--- config.mk ---
export PLATFORM = sky130hd
export DESIGN_NAME = ordered_value_list_top
export DESIGN_NICKNAME = d
export VERILOG_FILES = /design/src/hw/rtl/ovl_pkg.sv /design/src/hw/rtl/ordered_value_list_top.sv /design/src/hw/rtl/ovl_store.sv /design/src/hw/rtl/ovl_seq.sv
export SDC_FILE = /design/constraint.sdc
export NUM_CORES = 1
export LEC_CHECK = 0
export BUFFER_PORTS_ARGS = -buffer_cell sky130_fd_sc_hd__clkbuf_2
export CAP_MARGIN = 5
export CORE_UTILIZATION = 45
export CTS_BUF_LIST = sky130_fd_sc_hd__clkbuf_4 sky130_fd_sc_hd__clkbuf_8
export CTS_CLUSTER_DIAMETER = 50
export DETAILED_ROUTE_END_ITERATION = 10
export SLEW_MARGIN = 40
export SYNTH_ARGS = -nofsm -noshare
export SYNTH_HDL_FRONTEND = slang
export SYNTH_HIERARCHICAL = 1
export SYNTH_SLANG_ARGS = --single-unit
--- constraint.sdc ---
create_clock -name clk -period 11.2 [get_ports clk]
set_clock_uncertainty 0.1 [all_clocks]
set_input_delay 0 -clock clk [delete_from_list [all_inputs] [get_ports clk]]
set_output_delay 0 -clock clk [all_outputs]
set_load 0.05 [all_outputs]
--- src/hw/rtl/ovl_pkg.sv ---
// Shared sizes, codes and types for the ordered value list.
`timescale 1ns / 1ps
`default_nettype none

package ovl_pkg;

  localparam int CAPACITY = 16;
  localparam int IDX_W    = (CAPACITY > 1) ? $clog2(CAPACITY) : 1;
  localparam int CNT_W    = $clog2(CAPACITY + 1);
  localparam int PTR_W    = CNT_W + 1;
  localparam int VAL_W    = 32;

  localparam logic [1:0] FN_APPEND = 2'd0;
  localparam logic [1:0] FN_REMOVE = 2'd1;
  localparam logic [1:0] FN_LOOKUP = 2'd2;

  typedef enum logic [1:0] {
    ST_OK       = 2'd0,
    ST_FULL     = 2'd1,
    ST_NOTFOUND = 2'd2
  } status_t;

  typedef struct packed {
    logic             we;
    logic [IDX_W-1:0] waddr;
    logic [VAL_W-1:0] wdata;
    logic [IDX_W-1:0] raddr;
  } mem_req_t;

  typedef struct packed {
    logic             found;
    logic [IDX_W-1:0] pos;
    status_t          status;
    logic [CNT_W-1:0] cnt;
  } res_t;

endpackage

`default_nettype wire

--- src/hw/rtl/ordered_value_list_top.sv ---
// Top level of the ordered value list: sequencer, entry store, result port register.
`timescale 1ns / 1ps
`default_nettype none

// Ordered list of up to CAPACITY (16) signed 32-bit values, oldest first.
// A transaction is accepted on a rising edge with start high and busy low.
// Append, an unused func code and a remove or lookup on an empty list finish
// at once: busy stays low and the next transaction may follow in the next
// cycle. Lookup walks the store one entry per cycle through the single
// compare unit until it hits or has compared the last entry. Remove searches
// the same way, then compacts the tail one entry per cycle through the
// store's single read and write port. The store's registered read means
// the compare sees each entry in the cycle after its address is driven.
// Each result is registered onto the result ports and marked by a one-cycle
// done pulse in the cycle after the sequencer finishes. The receiver cannot stall:
// sample the result on the edge that ends the done cycle or lose it.

module ordered_value_list_top
  import ovl_pkg::*;
(
  input  wire logic              clk,
  input  wire logic              rst,
  input  wire logic              start,
  output logic                   busy,
  input  wire logic [1:0]        func,
  input  wire logic signed [31:0] item_value,
  output logic                   done,
  output logic                   found,
  output logic [3:0]             match_position,
  output logic [1:0]             status,
  output logic [4:0]             entry_count
);

  mem_req_t         req;
  logic [VAL_W-1:0] rd_data;
  logic             res_vld;
  res_t             res;

  ovl_seq u_seq (
    .clk        (clk),
    .rst        (rst),
    .start      (start),
    .func       (func),
    .item_value (item_value),
    .rd_data    (rd_data),
    .req        (req),
    .busy       (busy),
    .res_vld    (res_vld),
    .res        (res)
  );

  ovl_store u_store (
    .clk     (clk),
    .req     (req),
    .rd_data (rd_data)
  );

  // Register each finished result onto the ports and pulse done; the field widths are
  // fixed, so narrow or widen the internal position and count to fit.
  always_ff @(posedge clk) begin
    if (rst) begin
      done <= 1'b0;
    end else begin
      done <= res_vld;
    end
    if (res_vld) begin
      found          <= res.found;
      match_position <= 4'(res.pos);
      status         <= res.status;
      entry_count    <= 5'(res.cnt);
    end
  end

endmodule

`default_nettype wire

--- src/hw/rtl/ovl_store.sv ---
// Entry store: one write port, one read port with registered read data.
`timescale 1ns / 1ps
`default_nettype none

module ovl_store
  import ovl_pkg::*;
(
  input  wire logic             clk,
  input  wire mem_req_t         req,
  output logic      [VAL_W-1:0] rd_data
);

  logic [VAL_W-1:0] mem [CAPACITY];

  always_ff @(posedge clk) begin
    if (req.we) begin
      mem[req.waddr] <= req.wdata;
    end
    rd_data <= mem[req.raddr];
  end

endmodule

`default_nettype wire

--- src/hw/rtl/ovl_seq.sv ---
// Sequencer: walks the store one entry a cycle for search and compaction.
`timescale 1ns / 1ps
`default_nettype none

module ovl_seq
  import ovl_pkg::*;
(
  input  wire logic              clk,
  input  wire logic              rst,
  input  wire logic              start,
  input  wire logic [1:0]        func,
  input  wire logic signed [VAL_W-1:0] item_value,
  input  wire logic [VAL_W-1:0]  rd_data,
  output mem_req_t               req,
  output logic                   busy,
  output logic                   res_vld,
  output res_t                   res
);

  typedef enum logic [1:0] {S_IDLE, S_SEARCH, S_SHIFT} state_t;

  state_t           state;
  logic [1:0]       op;
  logic [VAL_W-1:0] value;
  logic [CNT_W-1:0] count;
  logic [PTR_W-1:0] ptr;
  logic [IDX_W-1:0] tag;
  logic             tag_vld;

  logic             full;
  logic             hit;
  logic             last;
  logic             ptr_in;
  logic             app_ok;

  assign busy   = (state != S_IDLE);
  assign full   = (count >= CNT_W'(CAPACITY));
  assign hit    = tag_vld && (rd_data == value);
  assign last   = ((CNT_W'(tag) + CNT_W'(1)) == count);
  assign ptr_in = (ptr < PTR_W'(count));
  assign app_ok = (state == S_IDLE) && start && (func == FN_APPEND) && !full;

  always_comb begin
    req.raddr = ptr[IDX_W-1:0];
    if (state == S_IDLE) begin
      req.we    = app_ok;
      req.waddr = count[IDX_W-1:0];
      req.wdata = item_value;
    end else begin
      // compaction: data read from tag moves down one place
      req.we    = (state == S_SHIFT) && tag_vld;
      req.waddr = IDX_W'(tag - IDX_W'(1));
      req.wdata = rd_data;
    end
  end

  always_ff @(posedge clk) begin
    if (rst) begin
      state   <= S_IDLE;
      count   <= '0;
      res_vld <= 1'b0;
      tag_vld <= 1'b0;
    end else begin
      res_vld <= 1'b0;
      unique case (state)
        S_IDLE: begin
          if (start) begin
            op      <= func;
            value   <= item_value;
            ptr     <= '0;
            tag_vld <= 1'b0;
            res.found <= 1'b0;
            res.pos   <= '0;
            case (func) inside
              FN_APPEND: begin
                res.status <= full ? ST_FULL : ST_OK;
                res.cnt    <= full ? count : CNT_W'(count + CNT_W'(1));
                if (!full) begin
                  count <= CNT_W'(count + CNT_W'(1));
                end
                res_vld <= 1'b1;
              end
              FN_REMOVE, FN_LOOKUP: begin
                if (count == '0) begin
                  res.status <= ST_NOTFOUND;
                  res.cnt    <= count;
                  res_vld    <= 1'b1;
                end else begin
                  state <= S_SEARCH;
                end
              end
              default: begin
                res.status <= ST_OK;
                res.cnt    <= count;
                res_vld    <= 1'b1;
              end
            endcase
          end
        end
        S_SEARCH: begin
          tag     <= ptr[IDX_W-1:0];
          tag_vld <= ptr_in;
          ptr     <= PTR_W'(ptr + PTR_W'(1));
          if (hit) begin
            res.found  <= 1'b1;
            res.pos    <= tag;
            res.status <= ST_OK;
            if (op == FN_REMOVE) begin
              res.cnt <= CNT_W'(count - CNT_W'(1));
              ptr     <= PTR_W'(PTR_W'(tag) + PTR_W'(1));
              tag_vld <= 1'b0;
              state   <= S_SHIFT;
            end else begin
              res.cnt <= count;
              res_vld <= 1'b1;
              state   <= S_IDLE;
            end
          end else if (tag_vld && last) begin
            res.found  <= 1'b0;
            res.pos    <= '0;
            res.status <= ST_NOTFOUND;
            res.cnt    <= count;
            res_vld    <= 1'b1;
            state      <= S_IDLE;
          end
        end
        S_SHIFT: begin
          tag     <= ptr[IDX_W-1:0];
          tag_vld <= ptr_in;
          ptr     <= PTR_W'(ptr + PTR_W'(1));
          if (!ptr_in && !tag_vld) begin
            count   <= CNT_W'(count - CNT_W'(1));
            res_vld <= 1'b1;
            state   <= S_IDLE;
          end
        end
        default: state <= S_IDLE;
      endcase
    end
  end

  a_found_ok: assert property (@(posedge clk) disable iff (rst)
    res_vld && res.found |-> res.status == ST_OK)
    else $error("found result without ok status");

  a_shift_nonempty: assert property (@(posedge clk) disable iff (rst)
    state == S_SHIFT |-> count != '0)
    else $error("compaction on an empty list");

  a_no_write_search: assert property (@(posedge clk) disable iff (rst)
    state == S_SEARCH |-> !req.we)
    else $error("store written during search");

  a_count_bound: assert property (@(posedge clk) disable iff (rst)
    res_vld |-> (res.cnt == count) && (count <= CNT_W'(CAPACITY)))
    else $error("result count disagrees with list count");

endmodule

`default_nettype wire

### After elaboration in Yosys (flattened, before gate mapping)

Memories as Yosys holds them, arrays and structs flattened. A register that Yosys moved wholly into a read port is not among the register bits.
Cells that the tools add are included.

* bitwise gates (word level): 1
* magnitude comparators: 2
* multipliers: 0
* equal/unequal tests: 15
* div/mod/pow operators: 0
* multiplexer cells: 43
* shifts and indexed selects: 0
* reduce and logical (&&, ||, !) cells: 27
* add/sub/neg operators: 6

Operators by type and width (number)
* $mux 37: 1
* $mux 12: 3
* $eq 32x32->1: 1
* $mux 5: 5
* $pmux 12 s2: 1
* $mux 7: 3
* $mux 6: 3
* $pmux 6 s3: 1
* $mux 2: 8
* $mux 1: 14
* $ne 2x2->1 const B: 6
* $add 4x1->5 const B: 2
* $pmux 5 s2: 1
* $reduce_and 4->1: 2
* $logic_and 1x1->1: 7
* $add 6x1->6 const B: 1
* $eq 2x1->1 const B: 3
* $lt 6x5->1: 1
* $pmux 1 s3: 2
* $pmux 2 s3: 1
* $reduce_and 3->1: 2
* $reduce_and 6->1: 1
* $reduce_bool 2->1: 3
* $add 5x1->5 const B: 1
* 15 further kinds: 21

* bits in registers: 78
* memories kept: 1
* output and inout port bits: 14
* bits in latches: 0
* ROM bits: 0
* RAM bits: 512

Memories
* u_store.mem: words 16, bits a word 32, rd ports 1, clocked after memory_dff 1, wr ports 1, line ovl_store.sv:13 `logic [VAL_W-1:0] mem [CAPACITY];`

### Logic depth before layout (Yosys ltp)

* word-level depth: 7
* depth in mapped cells: 8

### By module

Netlist, hierarchy kept.

By module, submodules not included
* ovl_store: times used 1, area an instance 19835.3 sq um, cells an instance 838
* ovl_seq: times used 1, area an instance 4007.6 sq um, cells an instance 359
* ordered_value_list_top: times used 1, area an instance 394.1 sq um, cells an instance 14

### Worst setup path before layout

OpenSTA, ideal clock, no wires.

* path kind: register -> register
* start point: reg u_seq.state[0]
* end point: mem u_store.mem[0][0], enable pin
* cell stages (with the launch flop): 8
* path slack: 6.377 ns
* buffers on the path: 2
* library setup time: 0.461 ns
* data arrival time: 4.262 ns
* cells stage by stage: dfxtp_1 inv_1 ha_1 buf_1 clkbuf_1 o21ai_0 or3b_2 nor3_1

RTL lines
* start: declaration: line ovl_seq.sv:22 `state_t state;`
* start signal: assignment: line ovl_seq.sv:59 `state <= S_IDLE;`
* start signal: assignment: line ovl_seq.sv:89 `state <= S_SEARCH;`
* start signal: assignment: line ovl_seq.sv:112 `state <= S_SHIFT;`
* end: declaration: line ovl_store.sv:13

==> summary.txt <==
Global routing
  – Largest net degree at the start of global routing: 94
  – Initial antenna violation count: 1
  – Grt total ovfl: 0
  – GRT Util Overall: 0.211
  – First-pass GRT wire length: 83100 µm
  – Vias in the first global route: 12800

Min path
  – Worst Hold Class: primary input to register
  – Hold path cells: 2
  – Hold_sp: item_value[26]
  – Worst Hold End: u_seq/value[26]

Detailed routing
  – Routed WL: 56200 µm
  – Initial drt markers: 1045
  – DRT antenna net count: 0
  – Vias after detailed routing: 12500
  – Routed length per placed instance: 25.6 µm
  – Remaining DRCs: 18
  – Vias per Instance: 5.71
  – First drt pass iteration count: 8

Synthesis
  – Mapped Cells: 1211
  – Most common cell in the netlist: edfxtp_1
  – EDFF count, synth: 580
  – #FFs+latches synth: 622
  – Sequential fraction of the synthesis area: 0.753
  – Top cells by area, synth: edfxtp_1 72%, mux4_2 12%, dfxtp_1 3.5%, a22oi_1 2.0%, xnor2_1 1.6%
  – Synth cell types: 56
  – Cell taking the most area after synthesis: edfxtp_1
  – Ys Warns: 6
  – Synth top cells by count: 580 x edfxtp_1, 128 x mux4_2, 66 x a22oi_1, 49 x nand2_1, 43 x xnor2_1
  – Synth top area share: 0.719
  – Post-Syn Nets: 1263
  – Post-synthesis cell area: 0.0242 mm²
  – Top FF cell, synth: edfxtp_1
  – Post-synth ARST share: 0
  – Avg Cell Area, Syn: 20.0 µm²

CTS
  – Register clock-pin slew on the reported worst setup and hold paths: 0.06 ns
  – Clock Latency Late Sink: 0.69 ns
  – Sink Count: 622
  – Root buf cell: clkbuf_8
  – CTS buffer count: 104
  – CTS tree: built
  – H-Tree Depth: 3
  – CTS max path bufs: 3

Power and ir drop
  – Sequential power share: 0.521
  – Sw Ratio: 0.211
  – Cell area power density: 174 mW/mm²
  – Overall Power: 4.99 mW
  – Leak: 9.36 nW
  – Psw: 1.05 mW
  – Combinational Power Share: 0.050
  – Clk pwr share: 0.429
  – Internal power: 3.93 mW
  – VDD IR max: 0.000136 V

Finish
  – Fill cells: 4085
  – Post-layout nets: 1463
  – P&R area growth vs syn: 18.4%
  – Final core utilization: 0.543
  – Layout cell share with drive strength beyond 1: 0.305

Floorplan
  – FP Rows: 84
  – I/O pin total: 51
  – Core region area: 0.0529 mm²
  – DIE WIDTH: 234 µm
  – Die area: 0.0548 mm²
  – Initial core utilization: 0.458
  – Die Y: 234 µm

STA
  – TNS Setup: 0 ns
  – RSZ-0062 raised after global routing: no
  – Peak Freq: 265 MHz
  – Relative slew margins: 0.473
  – Final worst path period share: 0.337
  – Endpoints failing setup: 0
  – Measured slew at the worst slew-check pin: 0.784 ns
  – Slew Limit Fails: 0
  – Fin. Hold Viols: 0
  – Min cycle time layout: 3.78 ns

Flow run
  – Max cap viols: 0

Run status
  – Status: complete, but fails checks
  – Violated checks: design-rule violations

Setup path
  – Reg2reg end: u_store/mem[9][23]
  – Crit path DAT: 4.03 ns
  – CP Class: register to register
  – Crit Path Max Fanout: 20
  – Startpoint Class: register
  – Crit. End Element: register
  – Worst EP required: 11.45 ns
  – R2r worst-path depth: 7
  – Reg2Reg Launch Point: u_seq/state[0]
  – R2R Setup Slk: 7.42 ns

Place
  – Post-DP HPWL: 31700 µm
  – Final Wtd Congestion: 0.848
  – Number of buffers added on ports: 50
==> flip-flops by register name, indices dropped and copies added, names as in the netlist <==
signal,flops
u_seq/res_vld,1
u_store/mem,512
u_seq/res,12
entry_count,5
u_store/rd_data,32
u_seq/tag_vld,1
u_seq/state,2
status,2
u_seq/tag,4
done,1
u_seq/count,5
found,1
u_seq/value,32
match_position,4
u_seq/op,2
u_seq/ptr,6
==> per-layer routing <==
metal | vias up | GRT usage | share of wire | wire length (µm)
li1 | 5405 | - | - | -
met1 | 6541 | 0.294 | 0.43 | 24100
met2 | 462 | 0.335 | 0.48 | 27000
met3 | 106 | 0.0457 | 0.067 | 3750
met4 | 0 | 0.0631 | 0.024 | 1340
met5 | - | 0 | 0 | 0
==> cell type report <==
| class | count | area (µm²) | area share |
|---|---|---|---|
| inverters | 17 | 63.8 | 0.00222 |
| repair buffers | 152 | 1410 | 0.0490 |
| well taps | 688 | 861 | 0.0300 |
| diodes | 2 | 5.00 | 0.000174 |
| flip-flops and latches | 622 | 18300 | 0.636 |
| clock buffers | 168 | 2010 | 0.0701 |
| clock inverters | 28 | 279 | 0.00972 |
| multi-input cells | 514 | 5820 | 0.203 |
==> critical path, stage by stage, from the launching register on <==
cell      delay, ns
dfxtp_1        0.33
inv_1          0.12
ha_2           0.58
inv_2          0.23
mux2i_1        0.61
nand2b_1       0.40
nor2_4         0.65
buf_4          0.44
==> power groups by stage <==
stage	clock (mW)	sequential, mW	combinational, mW
floorplan	0	2.65	0.135
global placement	0	2.65	0.218
detailed placement	0	2.65	0.227
CTS	2.19	2.60	0.249
global route	2.29	2.60	0.265
finish	2.14	2.60	0.247
==> through the flow <==
step	cells	instance area (µm²)	hold WS, ns	worst slack, ns
2_1_floorplan	1211	24200	-0.0357	6.38
3_3_place_gp	1912	25400	0.0937	7.45
3_5_place_dp	1923	25700	0.0952	7.37
4_1_cts	2188	28700	0.000669	7.42
5_1_grt	2189	28700	0.00651	7.18
6_report	2191	28700	0.0378	7.42
==> cells by family (layout without fill, tap and decap cells) <==
kind of cell    Yosys count  after routing  share of synthesized area
buf+inv                  75            365                     0.0140
xor+xnor                 47             47                     0.0170
fa+ha+maj                15             15                    0.00774
flops                   622            622                      0.753
mux                     166            166                      0.136
simple gates            174            174                     0.0369
other cells               0              2                          0
compound gates          112            112                     0.0347
==> placed cells by master, fill, tap and decap left out, drive strengths merged, types with 5 or more instances in the layout <==
master         n
nand2         49
and2          10
edfxtp       580
ha            15
dlygate4sd3   69
nand3b         5
nor4           6
a21oi         11
xnor2         43
mux2          32
a22oi         66
inv           18
or4            5
clkinv        19
buf           33
nor2          31
nand4         13
bufinv         5
nor2b          5
dfxtp         42
mux2i          6
nand2b         5
clkbuf       218
and3           7
nand3         12
nor3          18
mux4         128
==> how the worst max path moves through the flow <==
stage | to | startpoint
after global placement | u_store/mem[2][13] | u_seq/state[0]
final | u_store/mem[9][23] | u_seq/state[0]
after CTS | u_store/mem[9][27] | u_seq/state[0]
after global routing | u_store/mem[9][27] | u_seq/state[0]
after detailed placement | u_store/mem[11][21] | u_seq/state[0]
after floorplan | u_store/mem[0][0] | u_seq/state[0]
==> repair_timing <==
item                                   CTS  global route
setup endpoints to repair                0             0
resized for setup                        0             0
setup buffers                            0             0
hold buffers                            69             0
endpoints found under the hold margin  583             0
Note: power is estimated with default switching activity, not from simulation.
